===== config.mk =====
export PLATFORM = sky130hd
export DESIGN_NAME = lpcc_sqrt
export DESIGN_NICKNAME = d
export VERILOG_FILES = /design/src/rtl/lpcc_sqrt.sv
export SDC_FILE = /design/constraint.sdc
export NUM_CORES = 2
export LEC_CHECK = 0
export ABC_CLOCK_PERIOD_IN_PS = 3800
export BUFFER_PORTS_ARGS = -buffer_cell sky130_fd_sc_hd__buf_2
export CAP_MARGIN = 10
export CELL_PAD_IN_SITES_DETAIL_PLACEMENT = 1
export CELL_PAD_IN_SITES_GLOBAL_PLACEMENT = 1
export CORE_ASPECT_RATIO = 1.5
export CORE_MARGIN = 10
export CORE_UTILIZATION = 53
export CTS_CLUSTER_DIAMETER = 80
export DETAILED_ROUTE_END_ITERATION = 10
export MAX_ROUTING_LAYER = met4
export PLACE_DENSITY = 0.79
export SLEW_MARGIN = 20
export SYNTH_ARGS = -nofsm -noshare
export SYNTH_HDL_FRONTEND = slang
export SYNTH_SLANG_ARGS = --single-unit

===== constraint.sdc =====
create_clock -name clk -period 3.8 [get_ports clk]
set_input_delay 0.19 -clock clk [delete_from_list [all_inputs] [get_ports clk]]
set_output_delay 0.19 -clock clk [all_outputs]
set_load 0.05 [all_outputs]

===== src/rtl/lpcc_sqrt.sv =====
`timescale 1ns / 1ps

module lpcc_sqrt #(
  parameter int W      = 21,
  parameter int SIDE_W = 4
) (
  input  logic              clk,
  input  logic              rst,
  input  logic              en,
  input  logic              in_valid,
  input  logic [2*W-1:0]    in_val,
  input  logic [SIDE_W-1:0] in_side,
  output logic              out_valid,
  output logic [W-1:0]      out_root,
  output logic [SIDE_W-1:0] out_side
);

  logic              vld  [W];
  logic [2*W-1:0]    rem  [W];
  logic [W-1:0]      root [W];
  logic [SIDE_W-1:0] side [W];

  for (genvar s = 0; s < W; s++) begin : g_stage
    localparam int J = W - 1 - s;
    logic              v_in;
    logic [2*W-1:0]    rem_in;
    logic [W-1:0]      root_in;
    logic [SIDE_W-1:0] side_in;
    logic [2*W:0]      trial;
    logic              take;

    if (s == 0) begin : g_first
      assign v_in    = in_valid;
      assign rem_in  = in_val;
      assign root_in = '0;
      assign side_in = in_side;
    end else begin : g_next
      assign v_in    = vld[s-1];
      assign rem_in  = rem[s-1];
      assign root_in = root[s-1];
      assign side_in = side[s-1];
    end

    assign trial = ((2*W+1)'(root_in) << (J + 1)) | ((2*W+1)'(1) << (2 * J));
    assign take  = {1'b0, rem_in} >= trial;

    always_ff @(posedge clk) begin
      if (rst) begin
        vld[s] <= 1'b0;
      end else if (en) begin
        vld[s] <= v_in;
      end
    end

    always_ff @(posedge clk) begin
      if (en) begin
        side[s] <= side_in;
        if (take) begin
          rem[s]  <= rem_in - (2*W)'(trial);
          root[s] <= root_in | (W'(1) << J);
        end else begin
          rem[s]  <= rem_in;
          root[s] <= root_in;
        end
      end
    end
  end

  assign out_valid = vld[W-1];
  assign out_root  = root[W-1];
  assign out_side  = side[W-1];

endmodule


=== Word level (Yosys, flattened, before mapping) ===
Memory sizes are Yosys's and may differ from the RTL's.
Cells that the tools add are included.

* Add/sub/neg operators: 21
* Magnitude comparators: 21
* Multiplexer cells: 195
* Bitwise gates (word level): 63

{| class="wikitable"
|+ Operators with widths
! kind !! count
|-
| 42-bit two-way mux || 21
|-
| 21-bit two-way mux || 21
|-
| 1-bit two-way mux || 153
|-
| 1-bit bitwise OR || 63
|-
| 42-bit by 22-bit >= comparator with 1-bit output || 1
|-
| 42-bit by 23-bit >= comparator with 1-bit output || 1
|-
| 42-bit by 24-bit >= comparator with 1-bit output || 1
|-
| 42-bit by 25-bit >= comparator with 1-bit output || 1
|-
| 42-bit by 26-bit >= comparator with 1-bit output || 1
|-
| 42-bit by 27-bit >= comparator with 1-bit output || 1
|-
| 42-bit by 28-bit >= comparator with 1-bit output || 1
|-
| 42-bit by 29-bit >= comparator with 1-bit output || 1
|-
| 42-bit by 30-bit >= comparator with 1-bit output || 1
|-
| 42-bit by 31-bit >= comparator with 1-bit output || 1
|-
| 42-bit by 32-bit >= comparator with 1-bit output || 1
|-
| 42-bit by 33-bit >= comparator with 1-bit output || 1
|-
| 42-bit by 34-bit >= comparator with 1-bit output || 1
|-
| 42-bit by 35-bit >= comparator with 1-bit output || 1
|-
| 42-bit by 36-bit >= comparator with 1-bit output || 1
|-
| 42-bit by 37-bit >= comparator with 1-bit output || 1
|-
| 42-bit by 38-bit >= comparator with 1-bit output || 1
|-
| 42-bit by 39-bit >= comparator with 1-bit output || 1
|-
| 42-bit by 40-bit >= comparator with 1-bit output || 1
|-
| 42-bit by 41-bit >= comparator with 1-bit output || 1
|-
| 22 further kinds || 22
|}

* Flip-flop bits (word level): 0
* Bits in writable memories: 1,428
* Input port bits: 50
* Memories kept: 4

{| class="wikitable"
|+ Memories
! name !! depth !! bits a word !! rd ports !! clocked after memory_dff !! write ports !! RTL line !! text
|-
| rem || 21 || 42 || 20 || 0 || 21 || 19 || <nowiki>logic [2*W-1:0] rem [W];</nowiki>
|-
| root || 21 || 21 || 21 || 0 || 21 || 20 || <nowiki>logic [W-1:0] root [W];</nowiki>
|-
| side || 21 || 4 || 21 || 0 || 21 || 21 || <nowiki>logic [SIDE_W-1:0] side [W];</nowiki>
|-
| vld || 21 || 1 || 21 || 0 || 21 || 18 || <nowiki>logic vld [W];</nowiki>
|}

=== Logic depth before layout (Yosys ltp) ===
An unclocked memory read counts as a cell.

* Depth after elaboration: 6
* Depth in mapped cells: 13
* Mapped depth without buffers: 13

=== Least setup slack after synthesis ===
OpenSTA, ideal clock, no wires.

* Path type: register to register
* From: mem rem[4][21] in the netlist's numbering
* To: mem rem[4][79] in the netlist's numbering (data pin)
* Arrival time: 3,000 ps
* Required time: 3,542 ps
* Slack: 542 ps
* Stages on the path, launching flop included: 13
* Period minus slack after synthesis: 3,258 ps
* Path through: edfxtp_1 -> ha_1 -> nand4_1 -> or3_1 -> or2_0 -> nor3_1 -> a211oi_1 -> and3_1 -> clkbuf_1 -> or3_1 -> clkbuf_1 -> or3_1 -> xnor2_1

{| class="wikitable"
|+ RTL lines
! what !! RTL line
|-
| start, declared || 19
|}

==> impl_metrics.toml <==
[status]
outcome = "finished clean"

[grt]
grt_pass1_wl_mm = 217
grt_usage_pct = 25.4
grt_max_degree = 139
grt_overflow = 0
grt_pass1_vias = 37600
antenna_found_initial = 1

[sta]
period_needed_ps = 3730
worst_slew_pin_slew_ps = 1020
finalSetupViolCount = 0
rsz0062_at_grt = "no"
holdWs_ps = 137
slew_viol_final = 0
finalCritPeriodShare_pct = 98.2
slew_headroom_pct = 31.9
fmax_mhz = 268
finalHoldViolations = 0
fin_worst_skew_ps = 65.2

[clock_tree]
clk_latency_ps = 760
cts_tree = "yes"
h-tree-depth = 3
cts_root_buf = "clkbuf_16"
clock-sinks = 1176
clock_path_buffers = 3
clkSlewWorstSetupHoldPaths_ps = 70
post_cts_buffers = 0
cts_buffers = 108

[cells_and_area]
layout-drive-gt1-share_pct = 9.25
syn_to_final_growth_pct = 12.5
fin_util_pct = 59.9
layout.nets = 4621

[logic_synthesis]
syn-cell-area_um2 = 53800
synth_seq_area_share_pct = 65.6
netlist_instances = 4068
yosysWarnings = 0
avgSynthCellArea_um2 = 13.2
synth_edf_count = 1176
synth_ff_type = "edfxtp_1"
async_flop_share_pct = 0
synth.distinct_cells = 82
synth_seq_cells = 1176
synth_nets = 4367

[critical_path]
cp.required_ps = 4260
critical_path_arrival_ps = 4190
end_kind = "register"
startpoint_type = "register"
critPathMostFrequentCell = "nand4_1"
critical-path-top-delay-family = "simple AND/OR/NAND/NOR gates"
cp_num_buf_inv = 0
slowest_stage = "or3_1"
slowest_delay_ps = 500
crit_fanout = 8
critical_path_class = "reg -> reg"
path_cells = "ha_1 -> nand4_1 -> nor3_2 -> nand4_1 -> nand3_1 -> a2111oi_4 -> a211o_1 -> or3_1 -> nor3_1 -> xor2_1"

[floorplan]
die-area_um2 = 115000
fp.dieW_um = 280
core_area_um2 = 101000
die_h_um = 410
ios = 76
start_util_pct = 53.3
fp-row-count = 143

[power_and_ir_drop]
leakagePower_nw = 22.7
ir_drop_mv = 0.786
finalPower_mw = 34.2
power_density_nw_per_um2 = 566

[route]
drtIter0Drc = 2046
drt_pass1_iterations = 5
ant_nets = 0
drc = 0
routedWlPerCell_um = 25.1
vias_per_cell = 5.94
totalWireLength_mm = 144
vias = 34000

[place]
hpwl_mm = 101
numPortBuffers = 75
routabilityCongestion = 0.951

[worst_hold_path]
min_path_type = "in -> reg"

[run]
cap_violations = 0
-- where the power goes --
part / total (mW) / switching (mW) / internal [mW]
Combinational: 5.67 / 3.37 / 2.30
Sequential: 17.3 / 1.16 / 16.1
Clock: 11.3 / 5.13 / 6.16
Total: 34.2 / 9.66 / 24.6
-- final timing paths --
path | slack [ps] | depth (start not counted) | to | from
worst min-delay path | 140 | 3 | vld[0][0]$_DFFE_PP_ | rst
worst max-delay path | 70 | 10 | rem[4][31]$_DFFE_PP_ | rem[3][141]$_DFFE_PP_
worst max register to register | 70 | 10 | rem[4][31]$_DFFE_PP_ | rem[3][141]$_DFFE_PP_
worst min register to register | 420 | 0 | side[1][20]$_DFFE_PP_ | side[1][16]$_DFFE_PP_
-- worst register-to-register path, stage by stage, from the launching register on --
cell,delay (ps)
edfxtp_1,400
ha_1,460
nand4_1,260
nor3_2,290
nand4_1,430
nand3_1,310
a2111oi_4,70
a211o_1,320
or3_1,500
nor3_1,300
xor2_1,120
-- state kept, by name, summed over array words and instances (netlist names) --
signal  flops
rem       840
root      231
side       84
vld        21
-- cell usage after synthesis (21+ instances only) --
cell type  count  area, um^2
a211oi_1      21         158
a21o_1        60         450
a21oi_1      161         806
and2_1        35         219
clkbuf_1      70         263
edfxtp_1    1176       35300
ha_1         249        3120
inv_1        290        1090
nand2_1      308        1160
nand2b_1      56         350
nand3_1       54         270
nand4_1       61         382
nor2_1       219         822
nor2b_1       38         238
nor3_1       113         566
nor4_1       123         769
o21a_1        60         450
o21ai_0      230        1150
or3_1         50         313
or4_1         33         248
xnor2_1      180        1580
xor2_1       183        1600
-- cell type report --
type / instances / area (um^2)
Inverter: 292 / 1100
Timing Repair Buffer: 228 / 1750
Clock inverter: 74 / 833
Sequential cell: 1176 / 35300
Antenna cell: 2 / 5.00
Clock buffer: 126 / 2770
Tap cell: 1305 / 1630
Fill cell: 9792 / 40500
Multi-Input combinational cell: 2516 / 17200
-- layer usage --
metal / track usage (%) / share of wire, % / vias to the layer above
li1: - / - / 15600
met1: 21.0 / 30 / 16900
met2: 50.5 / 58 / 903
met3: 2.79 / 3.2 / 481
met4: 18.3 / 8.1 / 0
met5: - / 0 / -
-- cell usage in the layout (no fill, tap or decap), drive strengths merged, types with 38 or more instances in the layout --
cell	netlist	layout
nand2	308	308
o21a	60	60
ha	249	249
nor3	113	113
or3	50	50
nand2b	56	56
nand3	54	54
nand4	61	61
a21o	60	60
nor2	220	220
dlygate4sd3	0	49
nor2b	38	38
a21oi	161	161
xnor2	180	180
edfxtp	1176	1176
buf	14	179
o21ai	231	231
xor2	183	183
clkinv	0	58
inv	292	292
nor4	125	125
clkbuf	70	126
-- logic make-up (layout without fill, tap and decap cells) --
group,count (synthesis),count (layout),synth area share [%]
AND/OR/NAND/NOR,1210,1210,11.8
flip-flops,1176,1176,65.6
AO/OA/AOI/OAI,661,661,7.59
buffers and inverters,376,720,2.67
XOR/XNOR,363,363,5.90
adder cells (fa/ha/maj),249,249,5.79
multiplexers,33,33,0.669
other,0,2,0
-- per-stage QoR --
stage / instance area [um^2] / TNS, ps / setup slack [ps] / cells
6_report: 60600 / 0 / 69.7 / 5719
5_1_grt: 60600 / 0 / 13.1 / 5719
3_3_place_gp: 56400 / 0 / 27.0 / 5468
3_5_place_dp: 56400 / -61.1 / -36.0 / 5468
4_1_cts: 60500 / 0 / 3.01 / 5717
2_1_floorplan: 53800 / 0 / 542 / 4068
-- repair_timing --
item                                    4_1_cts  5_1_grt
hold buffers                                 49        0
endpoints found under the setup margin        4       23
hold endpoints to repair                    109        0
resized for setup                             2        7
pin swaps                                     1        0
Note: power is estimated with default switching activity, not from simulation.
